--- src/websocket_frame_receiver_core_defines.svh ---
// Assertion macros shared by the frame receiver RTL.
// Included by files that carry concurrent checks; depends on nothing.
`ifndef WEBSOCKET_FRAME_RECEIVER_CORE_DEFINES_SVH
`define WEBSOCKET_FRAME_RECEIVER_CORE_DEFINES_SVH

// Same-cycle implication check, disabled during reset.
`define WFR_ASSERT_NOW(label, clock, reset, ante, cons) \
  label: assert property (@(posedge clock) disable iff (reset) (ante) |-> (cons)) \
    else $error("frame receiver check failed");

// Next-cycle implication check, disabled during reset.
`define WFR_ASSERT_NEXT(label, clock, reset, ante, cons) \
  label: assert property (@(posedge clock) disable iff (reset) (ante) |=> (cons)) \
    else $error("frame receiver check failed");

`endif

--- src/wfr_pkg.sv ---
// Shared types and constants for the frame receiver.
// Used by the front parser, the command queue, the back sequencer and the top level.
package wfr_pkg;

  localparam int QDEPTH = 4;
  localparam int QAW = $clog2(QDEPTH);

  localparam logic [2:0] ST_NONE     = 3'd0;
  localparam logic [2:0] ST_TEXT     = 3'd1;
  localparam logic [2:0] ST_PONG     = 3'd2;
  localparam logic [2:0] ST_PING     = 3'd3;
  localparam logic [2:0] ST_CLOSE    = 3'd4;
  localparam logic [2:0] ST_TOOBIG   = 3'd5;
  localparam logic [2:0] ST_FRAGMENT = 3'd6;
  localparam logic [2:0] ST_UNHANDLED = 3'd7;

  localparam logic [1:0] OK_PAYLOAD = 2'd0;
  localparam logic [1:0] OK_REPLY   = 2'd1;
  localparam logic [1:0] OK_STATUS  = 2'd2;

  localparam logic [3:0] OP_TEXT  = 4'h1;
  localparam logic [3:0] OP_CLOSE = 4'h8;
  localparam logic [3:0] OP_PING  = 4'h9;
  localparam logic [3:0] OP_PONG  = 4'hA;

  localparam logic [7:0] RB_CLOSE_HDR = 8'h88;
  localparam logic [7:0] RB_PONG_HDR  = 8'h8A;
  localparam logic [7:0] RB_ZERO      = 8'h00;
  localparam logic [7:0] RB_REJ0      = 8'h08;
  localparam logic [7:0] RB_REJ1      = 8'h02;
  localparam logic [7:0] RB_REJ2      = 8'h03;
  localparam logic [7:0] RB_REJ3      = 8'hF1;

  typedef struct packed {
    logic       has_payload;
    logic [7:0] payload;
    logic [2:0] status;
  } cmd_t;

  typedef struct packed {
    logic full;
    logic empty;
  } q_status_t;

endpackage

--- src/wfr_front.sv ---
// Front parser: walks the frame header, mask and payload one link byte per word.
// Emits one command per word that causes results. Depends on wfr_pkg.
module wfr_front (
  input  logic              clk,
  input  logic              rst,
  input  logic              cfg_wen,
  input  logic [15:0]       cfg_wdata,
  input  logic              accept,
  input  logic              in_kind,
  input  logic [7:0]        in_byte,
  output logic              push,
  output wfr_pkg::cmd_t     cmd
);
  import wfr_pkg::*;

  localparam logic [2:0] PH_HDR   = 3'd0;
  localparam logic [2:0] PH_LEN   = 3'd1;
  localparam logic [2:0] PH_LENHI = 3'd2;
  localparam logic [2:0] PH_LENLO = 3'd3;
  localparam logic [2:0] PH_MASK  = 3'd4;
  localparam logic [2:0] PH_DATA  = 3'd5;

  logic [15:0] max_len;
  logic [2:0]  phase, phase_next;
  logic [3:0]  opcode, opcode_next;
  logic        fin, fin_next;
  logic        masked, masked_next;
  logic [15:0] len, len_next;
  logic [15:0] pos, pos_next;
  logic        link_open, link_open_next;
  logic [7:0]  key [4];
  logic        check_len, mask_done, finish, clear;
  logic [15:0] pos_inc;

  assign pos_inc = pos + 16'd1;

  always_comb begin
    phase_next     = phase;
    opcode_next    = opcode;
    fin_next       = fin;
    masked_next    = masked;
    len_next       = len;
    pos_next       = pos;
    link_open_next = link_open;
    cmd            = '0;
    check_len      = 1'b0;
    mask_done      = 1'b0;
    finish         = 1'b0;
    clear          = 1'b0;
    if (accept) begin
      if (in_kind) begin
        clear          = 1'b1;
        link_open_next = 1'b1;
      end else if (link_open) begin
        case (phase)
          PH_HDR: begin
            opcode_next = in_byte[3:0];
            fin_next    = in_byte[7];
            phase_next  = PH_LEN;
          end
          PH_LEN: begin
            masked_next = in_byte[7];
            len_next    = {9'd0, in_byte[6:0]};
            if (in_byte[6:0] == 7'd126) begin
              phase_next = PH_LENHI;
            end else begin
              check_len = 1'b1;
            end
          end
          PH_LENHI: begin
            len_next   = {in_byte, 8'd0};
            phase_next = PH_LENLO;
          end
          PH_LENLO: begin
            len_next  = {len[15:8], in_byte};
            check_len = 1'b1;
          end
          PH_MASK: begin
            pos_next = pos_inc;
            if (pos[1:0] == 2'd3) begin
              mask_done = 1'b1;
            end
          end
          PH_DATA: begin
            cmd.has_payload = fin && (opcode == OP_TEXT);
            cmd.payload     = masked ? (in_byte ^ key[pos[1:0]]) : in_byte;
            pos_next        = pos_inc;
            if (pos_inc >= len) begin
              finish = 1'b1;
            end
          end
          default: begin
            clear = 1'b1;
          end
        endcase

        if (check_len) begin
          if (len_next > max_len) begin
            cmd.status     = ST_TOOBIG;
            link_open_next = 1'b0;
            clear          = 1'b1;
          end else if (masked_next) begin
            phase_next = PH_MASK;
            pos_next   = 16'd0;
          end else begin
            mask_done = 1'b1;
          end
        end

        if (mask_done && !clear) begin
          pos_next = 16'd0;
          if (len_next == 16'd0) begin
            finish = 1'b1;
          end else begin
            phase_next = PH_DATA;
          end
        end

        if (finish) begin
          clear = 1'b1;
          if (!fin) begin
            cmd.status     = ST_FRAGMENT;
            link_open_next = 1'b0;
          end else begin
            case (opcode)
              OP_TEXT:  cmd.status = ST_TEXT;
              OP_PING:  cmd.status = ST_PING;
              OP_PONG:  cmd.status = ST_PONG;
              OP_CLOSE: begin
                cmd.status     = ST_CLOSE;
                link_open_next = 1'b0;
              end
              default: begin
                cmd.status     = ST_UNHANDLED;
                link_open_next = 1'b0;
              end
            endcase
          end
        end
      end

      if (clear) begin
        phase_next  = PH_HDR;
        opcode_next = 4'd0;
        fin_next    = 1'b0;
        masked_next = 1'b0;
        len_next    = 16'd0;
        pos_next    = 16'd0;
      end
    end
  end

  assign push = accept && (cmd.has_payload || (cmd.status != ST_NONE));

  always_ff @(posedge clk) begin
    if (rst) begin
      max_len   <= 16'd128;
      phase     <= PH_HDR;
      opcode    <= 4'd0;
      fin       <= 1'b0;
      masked    <= 1'b0;
      len       <= 16'd0;
      pos       <= 16'd0;
      link_open <= 1'b1;
    end else begin
      if (cfg_wen) begin
        max_len <= cfg_wdata;
      end
      phase     <= phase_next;
      opcode    <= opcode_next;
      fin       <= fin_next;
      masked    <= masked_next;
      len       <= len_next;
      pos       <= pos_next;
      link_open <= link_open_next;
    end
  end

  always_ff @(posedge clk) begin
    if (accept && !in_kind && link_open && (phase == PH_MASK)) begin
      key[pos[1:0]] <= in_byte;
    end
  end

endmodule

--- src/wfr_queue.sv ---
// Short command queue between the front parser and the back sequencer.
// Show-ahead register queue; depends on wfr_pkg for depth and command type.
module wfr_queue (
  input  logic                clk,
  input  logic                rst,
  input  logic                push,
  input  wfr_pkg::cmd_t       push_cmd,
  input  logic                pop,
  output wfr_pkg::cmd_t       head,
  output wfr_pkg::q_status_t  status
);
  import wfr_pkg::*;

  cmd_t           mem [QDEPTH];
  logic [QAW-1:0] wr_ptr;
  logic [QAW-1:0] rd_ptr;
  logic [QAW:0]   count;
  logic           do_push;
  logic           do_pop;

  assign status.full  = (count == QDEPTH[QAW:0]);
  assign status.empty = (count == '0);
  assign do_push = push && !status.full;
  assign do_pop  = pop && !status.empty;
  assign head    = mem[rd_ptr];

  always_ff @(posedge clk) begin
    if (rst) begin
      wr_ptr <= '0;
      rd_ptr <= '0;
      count  <= '0;
    end else begin
      if (do_push) begin
        wr_ptr <= wr_ptr + 1'b1;
      end
      if (do_pop) begin
        rd_ptr <= rd_ptr + 1'b1;
      end
      if (do_push && !do_pop) begin
        count <= count + 1'b1;
      end else if (do_pop && !do_push) begin
        count <= count - 1'b1;
      end
    end
  end

  always_ff @(posedge clk) begin
    if (do_push) begin
      mem[wr_ptr] <= push_cmd;
    end
  end

endmodule

--- src/wfr_back.sv ---
// Back sequencer: expands each queued command into payload, reply and status words.
// Drives the registered output channel. Depends on wfr_pkg.
module wfr_back (
  input  logic                clk,
  input  logic                rst,
  input  wfr_pkg::cmd_t       head,
  input  wfr_pkg::q_status_t  q_status,
  output logic                pop,
  output logic                out_valid,
  input  logic                out_ready,
  output logic [1:0]          out_kind,
  output logic [7:0]          out_byte,
  output logic                out_last,
  output logic [2:0]          out_status
);
  import wfr_pkg::*;

  logic [2:0] step;
  logic [2:0] reply_cnt;
  logic [2:0] total;
  logic [2:0] j;
  logic [1:0] e_kind;
  logic [7:0] e_byte;
  logic [2:0] e_status;
  logic       e_last;
  logic       load;

  always_comb begin
    case (head.status)
      ST_PING, ST_CLOSE:     reply_cnt = 3'd2;
      ST_TOOBIG, ST_FRAGMENT: reply_cnt = 3'd4;
      default:               reply_cnt = 3'd0;
    endcase
    total = {2'd0, head.has_payload} + reply_cnt + {2'd0, head.status != ST_NONE};
    j     = step - {2'd0, head.has_payload};
    e_last = (step == total - 3'd1);

    e_kind   = OK_STATUS;
    e_byte   = 8'd0;
    e_status = head.status;
    if (head.has_payload && (step == 3'd0)) begin
      e_kind   = OK_PAYLOAD;
      e_byte   = head.payload;
      e_status = ST_NONE;
    end else if (j < reply_cnt) begin
      e_kind   = OK_REPLY;
      e_status = ST_NONE;
      if (reply_cnt == 3'd2) begin
        if (j == 3'd0) begin
          e_byte = (head.status == ST_PING) ? RB_PONG_HDR : RB_CLOSE_HDR;
        end else begin
          e_byte = RB_ZERO;
        end
      end else begin
        case (j)
          3'd0:    e_byte = RB_REJ0;
          3'd1:    e_byte = RB_REJ1;
          3'd2:    e_byte = RB_REJ2;
          default: e_byte = RB_REJ3;
        endcase
      end
    end
  end

  assign load = !q_status.empty && (!out_valid || out_ready);
  assign pop  = load && e_last;

  always_ff @(posedge clk) begin
    if (rst) begin
      out_valid <= 1'b0;
      step      <= 3'd0;
    end else if (load) begin
      out_valid <= 1'b1;
      step      <= e_last ? 3'd0 : step + 3'd1;
    end else if (out_ready) begin
      out_valid <= 1'b0;
    end
  end

  always_ff @(posedge clk) begin
    if (load) begin
      out_kind   <= e_kind;
      out_byte   <= e_byte;
      out_last   <= e_last;
      out_status <= e_status;
    end
  end

endmodule

--- src/websocket_frame_receiver_core.sv ---
// Top level of the frame receiver: front parser, command queue and back sequencer.
// Depends on wfr_pkg, wfr_front, wfr_queue, wfr_back and the assertion header.
//
// The slave channel and parser take one word per cycle while s_tready is high:
// s_tdata carries a link byte and s_tuser marks a reopen word, which clears
// frame state and reopens the link. The master channel returns result words:
// unmasked text payload, reply bytes for the peer and one status word at the
// end of each frame; m_tlast marks the last word caused by one input word.
// cfg_wen and cfg_wdata set the largest accepted payload length; the user must
// write them only while the block is idle, which the block does not enforce. A
// word that ends a frame can cause up to five results, which the back sequencer
// sends one per cycle while m_tready is high. A four-entry command queue
// between the parser and the output register decouples the two sides; s_tready
// drops only when that queue is full, so a stalled m_tready eventually backs up
// the input. Reset clears the parser to await a frame header with the link
// open, empties the queue, drops m_tvalid and sets the length limit to 128.
`include "websocket_frame_receiver_core_defines.svh"
module websocket_frame_receiver_core (
  input  logic        clk,
  input  logic        rst,
  input  logic        cfg_wen,
  input  logic [15:0] cfg_wdata,
  input  logic        s_tvalid,
  output logic        s_tready,
  input  logic [7:0]  s_tdata,   // [7:0] rx_byte
  input  logic        s_tuser,   // [0] kind
  output logic        m_tvalid,
  input  logic        m_tready,
  output logic [15:0] m_tdata,   // [7:0] out_byte, [10:8] frame_status, rest zero
  output logic [1:0]  m_tuser,   // [1:0] out_kind
  output logic        m_tlast
);
  import wfr_pkg::*;

  logic      accept;
  logic      push;
  cmd_t      push_cmd;
  cmd_t      head;
  q_status_t q_status;
  logic      pop;
  logic [7:0] out_byte;
  logic [2:0] out_status;

  assign s_tready = !q_status.full;
  assign accept   = s_tvalid && s_tready;
  assign m_tdata  = {5'd0, out_status, out_byte};

  wfr_front u_front (
    .clk       (clk),
    .rst       (rst),
    .cfg_wen   (cfg_wen),
    .cfg_wdata (cfg_wdata),
    .accept    (accept),
    .in_kind   (s_tuser),
    .in_byte   (s_tdata),
    .push      (push),
    .cmd       (push_cmd)
  );

  wfr_queue u_queue (
    .clk      (clk),
    .rst      (rst),
    .push     (push),
    .push_cmd (push_cmd),
    .pop      (pop),
    .head     (head),
    .status   (q_status)
  );

  wfr_back u_back (
    .clk        (clk),
    .rst        (rst),
    .head       (head),
    .q_status   (q_status),
    .pop        (pop),
    .out_valid  (m_tvalid),
    .out_ready  (m_tready),
    .out_kind   (m_tuser),
    .out_byte   (out_byte),
    .out_last   (m_tlast),
    .out_status (out_status)
  );

  `WFR_ASSERT_NOW(a_no_pop_when_stalled, clk, rst, m_tvalid && !m_tready, !pop)
  `WFR_ASSERT_NOW(a_push_has_results, clk, rst, push,
    push_cmd.has_payload || (push_cmd.status != ST_NONE))
  `WFR_ASSERT_NOW(a_status_word_coded, clk, rst, m_tvalid && (m_tuser == OK_STATUS),
    (out_status != ST_NONE) && m_tlast)
  `WFR_ASSERT_NEXT(a_reopen_no_results, clk, rst, accept && s_tuser && q_status.empty && !m_tvalid,
    !m_tvalid)

endmodule

--- config.mk ---
export PLATFORM = sky130hd
export DESIGN_NAME = websocket_frame_receiver_core
export DESIGN_NICKNAME = d
export VERILOG_FILES = /design/src/wfr_pkg.sv /design/src/wfr_front.sv /design/src/wfr_queue.sv /design/src/wfr_back.sv /design/src/websocket_frame_receiver_core.sv
export VERILOG_INCLUDE_DIRS = /design/src /design/src/src
export SDC_FILE = /design/constraint.sdc
export NUM_CORES = 1
export LEC_CHECK = 0
export ABC_AREA = 1
export BUFFER_PORTS_ARGS = -buffer_cell sky130_fd_sc_hd__buf_4
export CAP_MARGIN = 40
export CORE_MARGIN = 2
export CORE_UTILIZATION = 39
export DETAILED_ROUTE_END_ITERATION = 6
export HOLD_SLACK_MARGIN = 0.06
export PLACE_DENSITY_LB_ADDON = 0.1
export SKIP_LAST_GASP = 1
export SLEW_MARGIN = 0
export SYNTH_ARGS = -nofsm -noshare
export SYNTH_HDL_FRONTEND = slang
export SYNTH_SLANG_ARGS = --single-unit
--- constraint.sdc ---
create_clock -name clk -period 10.5 [get_ports clk]
set_clock_uncertainty 0.2 [all_clocks]
set_input_delay 1.575 -clock clk [delete_from_list [all_inputs] [get_ports clk]]
set_output_delay 1.575 -clock clk [all_outputs]
set_load 0.02 [all_outputs]
==> metrics.txt, run 1 <==
Initial DRC Count=~400; Final min period=between 4 and 5 ns; setup TNS=0 ns; Die W=~150 um; cts hold-fix bufs=0; Critical R2R Capture=u_queue.count[2]; maxcap violations=0; Max Freq=~210 MHz; port buffer count=45; GRT Util Overall=17.9%; die span in y=154 um; hold path start=u_front.len[6]; Inst Count DP=1343; Routed Antenna Nets=0; total vias in the final route=about 6900; CTS H-tree depth=4; Total Routed Length=between 20 and 25 mm; Ports=just over 50; clk_lat worst skew=approximately 0.43 ns; Placer Congestion=0.834; Tcrit/Tclk final=a little under half; hold path cells=2; post-DR vias/cell=4.99; Detailed Routing Iterations Pass 1=5; Synth Area per Inst=between 8 and 9 sq um; die area=approximately 0.024 sq mm; most common cell after layout, fill and taps aside=nand2_1; synth unique cells=46; Critical Path Source=s_tdata[6]; global-route wire length before repair=~34 mm; initial antenna violation count=0; Gate power share=between 20% and 30%; R2R setup slack=about 5.9 ns; YS warnings=0; Post-synth EDFFs=94; Final Cell Area=a little under 0.01 sq mm; Starting Density=~40%; largest net degree at the start of global routing=46; share of power burned in registers=41.2%; Crit Path Class=input pin to register; Antenna Cells=0; internal power=about 1.3 mW; Non-Filler Instances=1375; WP data arrival=4.91 ns; Total Power=~1.9 mW; P_sw=between 0.6 and 0.7 mW; Area Growth Syn to Fin=13.5%; hold slack=around 0.27 ns; hpwl dp=~15 mm; asr flop ratio synth=0%; Clk pwr share=32.8%; Final Hold Viols=0; post-placement cell area=slightly above 0.009 sq mm; Min-Delay Endpoint=u_front.len[6]; RSZ-0062 raised after global routing=false; Final Setup Violations=0; PostCTS Resize Cnt=0; Max transition margin=43.8%; CTS buffer count=17; Slew Viols, Final=0; Sink Count=167; synthesized flop and latch total=about 170; Mapped Area=slightly below 0.009 sq mm; Setup crit end kind=register; core area=0.0219 sq mm; leak pwr=between 4 and 5 nW; clock-pin slew on the worst setup and hold paths=0.07 ns; # rows=54; DR WL/cell=15.0 um; Peak supply drop=roughly 0.000085 V; CP startpoint kind=input pin; Worst EP required=around 11 ns; most frequent cells in the layout=179 x nand2_1, 145 x inv_1, 110 x a21oi_1; reg2reg start=u_front.pos[0]; Cells after Synth=about 1000; ys flop type=edfxtp_1; Reg2Reg Depth=26; sw frac=between 30% and 40%; Seq/Total Area, Yosys=49.1%; Worst Tran Pin Value=roughly 0.84 ns; status=finished clean; Final #Nets=roughly 1200; crit-path max FO=7; vias in the first global route=roughly 6600; CTS max path bufs=2; Root Buffer=clkbuf_16; GRT overflow=0; DR DRC count=0; CTS tree=built; PwrDens=193 mW/mm^2; HP Class=register to register; layout cells sized above 1=roughly a tenth; post-CTS setup buffer count=0
## metrics by stage
step / utilization [%] / setup slack [ns]
floorplan: - / 6.07
global placement: 42.3 / 5.49
detailed placement: 42.5 / 5.41
CTS: 45.2 / 5.84
global route: 45.2 / 5.40
finish: 45.2 / 5.76
## cell families after synthesis
group | after synthesis | synth area share, %
adders and majority gates | 49 | 7.12
buffers and inverters | 192 | 8.83
AOI/OAI and AO/OA | 233 | 14.4
xor gates and xnor gates | 15 | 1.51
other | 1 | 0.0430
DFF | 167 | 49.1
and+or+nand+nor | 388 | 19.0
## sequential cells by signal, summed over array words and instances (netlist names), 2 cells and up, named ones only
| register | count |
|---|---|
| u_front.opcode | 4 |
| u_front.pos | 16 |
| u_front.phase | 3 |
| u_queue.wr_ptr | 2 |
| u_back.out_byte | 8 |
| u_queue.count | 3 |
| u_front.key | 32 |
| u_front.max_len | 16 |
| u_back.out_status | 3 |
| u_back.out_kind | 2 |
| u_front.len | 16 |
| u_back.step | 3 |
| u_queue.rd_ptr | 2 |
| u_queue.mem | 48 |
## per-layer routing
layer / up-vias / routed length (um) / global-route usage (%) / part of all wire (%)
li1: 3542 / - / - / -
met1: 3185 / 9270 / 22.7 / 45
met2: 104 / 10200 / 30.8 / 49
met3: 28 / 796 / 3.41 / 3.9
met4: 0 / 433 / 5.55 / 2.1
met5: - / 0 / 0 / 0
## final cells by class
class                           count  area (sq um)
Multi-Input combinational cell    690          3690
Timing Repair Buffer               55           417
Tap cell                          280           350
Clock inverter                      9          77.6
Inverter                          151           569
Clock buffer                       23           510
Sequential cell                   167          4280
Fill cell                        2244         12000
## synth_stat cells, types with 2 or more instances
| master | number | area, sq um |
|---|---|---|
| xnor2_1 | 4 | 35.0 |
| buf_4 | 11 | 82.6 |
| edfxtp_1 | 94 | 2820 |
| dfxtp_1 | 73 | 1460 |
| nand3b_1 | 2 | 15.0 |
| xor2_1 | 11 | 96.3 |
| ha_1 | 48 | 601 |
| nor3_1 | 14 | 70.1 |
| inv_2 | 5 | 18.8 |
| nor3_2 | 2 | 20.0 |
| nand2_4 | 5 | 56.3 |
| a21oi_1 | 110 | 551 |
| inv_1 | 145 | 544 |
| buf_2 | 3 | 15.0 |
| o21a_1 | 3 | 22.5 |
| o21ai_1 | 5 | 25.0 |
| o21ai_0 | 85 | 425 |
| nand2_2 | 3 | 18.8 |
| nand2_1 | 179 | 672 |
| nor4_1 | 3 | 18.8 |
| clkbuf_1 | 26 | 97.6 |
| o211ai_1 | 2 | 15.0 |
| o22ai_1 | 15 | 93.8 |
| o22ai_2 | 2 | 25.0 |
| nand3_1 | 64 | 320 |
| nor2_1 | 106 | 398 |
| nand4_1 | 6 | 37.5 |
## power groups by stage
stage | logic (mW) | registers [mW] | clock network (mW)
after floorplan | 0.308 | 0.837 | 0
after global placement | 0.489 | 0.803 | 0
after detailed placement | 0.503 | 0.801 | 0
after CTS | 0.505 | 0.786 | 0.639
after global routing | 0.561 | 0.792 | 0.661
final | 0.498 | 0.786 | 0.625
## critical path: stages
cell and delay [ns]:
buf_4 0.13, inv_1 0.18, nor2_1 0.10, a21oi_1 0.17, inv_1 0.08, ha_1 0.28
nand2_1 0.07, nor3_1 0.31, nand3_1 0.13, nand2_1 0.16, nand2_1 0.08, nand2_1 0.10
nand2_1 0.09, and2_4 0.16, nand2_2 0.08, nand2_4 0.07, nand2_4 0.11, ha_1 0.15
inv_1 0.06, fa_1 0.37, nor2_1 0.11, nor2_1 0.04, nand2_1 0.07, o21ai_0 0.07
a21oi_1 0.15
## how the worst max path moves through the flow
| stage | endpoint | slack [ns] | depth (start not counted) |
|---|---|---|---|
| after floorplan | u_queue.count[2] | 6.07 | 24 |
| after global routing | u_queue.count[2] | 5.40 | 25 |
| after detailed placement | u_queue.count[2] | 5.41 | 25 |
| after global placement | u_queue.count[2] | 5.49 | 25 |
| final | u_queue.count[2] | 5.76 | 25 |
| after CTS | u_queue.count[2] | 5.84 | 25 |
No activity file was read; power rests on OpenSTA's default activity.
==> run 2: changes to the inputs <==
==> constraint.sdc (replaced) <==
create_clock -name clk -period 4.9 [get_ports clk]
set_clock_uncertainty 0.2 [all_clocks]
set_input_delay 0.735 -clock clk [delete_from_list [all_inputs] [get_ports clk]]
set_output_delay 0.735 -clock clk [all_outputs]
set_load 0.02 [all_outputs]
==> metrics.txt, run 2 (same netlist as run 1, synthesis figures left out) <==
maxcap violations=0 (unchanged); Max Freq=between 200 and 250 MHz; reg2reg start=u_front.pos[0]; most frequent cells in the layout=179 x nand2_1, 145 x inv_1, 110 x a21oi_1; Antenna Cells=0 (unchanged); Die W=154 um (unchanged); CP startpoint kind=register; Worst Tran Pin Value=0.793 ns (-0.0477 ns); R2R setup slack=0.53 ns (-5.41 ns); Inst Count DP=1347 (+0.30%); Sink Count=167 (unchanged); Detailed Routing Iterations Pass 1=5 (unchanged); crit-path max FO=7 (unchanged); CTS H-tree depth=4 (unchanged); Routed Antenna Nets=0 (unchanged); PostCTS Resize Cnt=0 (unchanged); GRT Util Overall=18.1% (+0.26 points); Final min period=4.37 ns; Place WS=0.491 ns (-4.92 ns); CTS buffer count=17 (unchanged); Critical-path top delay cell=dfxtp_1; total vias in the final route=6911 (+0.76%); core area=0.0219 sq mm (unchanged); Min-Delay Endpoint=u_front.max_len[4]; hold slack=0.264 ns (-0.00225 ns); largest net degree at the start of global routing=46 (unchanged); clk_lat worst skew=0.43 ns (about the same); Starting Density=39.8% (unchanged); Tcrit/Tclk final=around nine tenths; Final #Nets=1165 (+0.34%); Initial DRC Count=366 (-7.1%); Total Routed Length=20.7 mm (+0.46%); most common cell after layout, fill and taps aside=nand2_1; hold path start=u_front.max_len[4]; Area Growth Syn to Fin=13.6%; Worst EP required=5.06 ns (-5.60 ns); WP data arrival=4.53 ns (-0.38 ns); Non-Filler Instances=1379 (+0.29%); Crit Path Class=register to register; Peak supply drop=0.000203 V (+140%); Largest Register=u_queue.mem; Setup crit end kind=register; status=finished clean; critical path's top delay family=simple AND/OR/NAND/NOR gates; DR WL/cell=15.0 um (+0.17%); hold path cells=2 (unchanged); Placer Congestion=0.844 (+1.2%); global-route wire length before repair=34.2 mm (+1.8%); die span in y=154 um (unchanged); Final Hold Viols=0 (unchanged); Final WS setup=0.529 ns (-5.23 ns); CTS tree=built; fin util=45.3% (+0.046 points); layout cells sized above 1=10.6% (+0.42 points); setup TNS=0 ns (unchanged); max incr delay on CP=0.42 ns (+0.05 ns); RSZ-0062 raised after global routing=false; Slew Viols, Final=0 (unchanged); # rows=54 (unchanged); PwrDens=409 mW/mm^2 (+110%); port buffer count=45 (unchanged); post-DR vias/cell=5.01 (+0.47%); die area=0.0236 sq mm (unchanged); cts hold-fix bufs=0 (unchanged); initial antenna violation count=0 (unchanged); CP bufs+invs=3 (-1); Max transition margin=47.1% (+3.3 points); CTS max path bufs=2 (unchanged); Critical Path Source=u_front.pos[0]; clock-pin slew on the worst setup and hold paths=0.07 ns (about the same); most frequent cell on the critical path=nand2_1; hpwl dp=14.8 mm (+1.3%); Root Buffer=clkbuf_16; fill cell count=2180 (-2.9%); DR DRC count=0 (unchanged); leak pwr=4.07 nW (+0.26%); Final Setup Violations=0 (unchanged); GRT overflow=0 (unchanged); max FFs per register=48 (unchanged); HP Class=register to register; Reg2Reg Depth=26 (unchanged); Critical R2R Capture=u_queue.count[2]; post-CTS setup buffer count=0 (unchanged); vias in the first global route=6579 (-0.14%); Ports=51 (unchanged)
==> run 2: changes by cell type in the layout (fill, tap and decap cells not counted), sizes merged <==
| cell | delta |
|---|---|
| buf | +4 |
==> run 2: power by group <==
part           switching [mW]  leakage [nW]  internal, mW
Combinational           0.701          2.34         0.348
Sequential             0.0636          1.45          1.63
Clock                   0.585         0.278         0.721
==> run 2: layout make-up <==
type                       count  area, sq um  share of cell area [%]
sequential                   167         4280                    43.2
inverter                     151          569                    5.75
timing repair buffer          59          443                    4.47
clock inverter                 9         80.1                   0.808
clock buffer                  23          489                    4.94
tap                          280          350                    3.54
multi-input combinational    690         3690                    37.3
==> run 2: how the worst max path moves through the flow <==
| stage | to | depth (start not counted) |
|---|---|---|
| 2_1_floorplan | u_queue.count[2] | 26 |
| 4_1_cts | u_queue.count[2] | 26 |
| 5_1_grt | u_queue.count[2] | 27 |
| 6_report | u_queue.count[2] | 26 |
| 3_5_place_dp | u_queue.count[2] | 26 |
| 3_3_place_gp | u_queue.count[2] | 26 |
==> run 2: metal layers <==
| layer | wire [um] | track usage, % |
|---|---|---|
| met4 | 255 | 4.33 |
| met1 | 9700 | 23.8 |
| met2 | 10000 | 31.0 |
| met5 | 0 | 0 |
| met3 | 744 | 3.30 |
==> run 2: worst min-delay path, stage by stage (launching register included) <==
cell and delay [ns]:
dfxtp_1 0.30, inv_1 0.06, a21oi_1 0.06
==> run 2: per-stage QoR <==
step,cell area (sq um),power (mW)
after floorplan,8730,2.45
after global placement,9310,2.78
after detailed placement,9340,2.78
after CTS,9910,4.09
after global routing,9910,4.29
final,9910,4.05
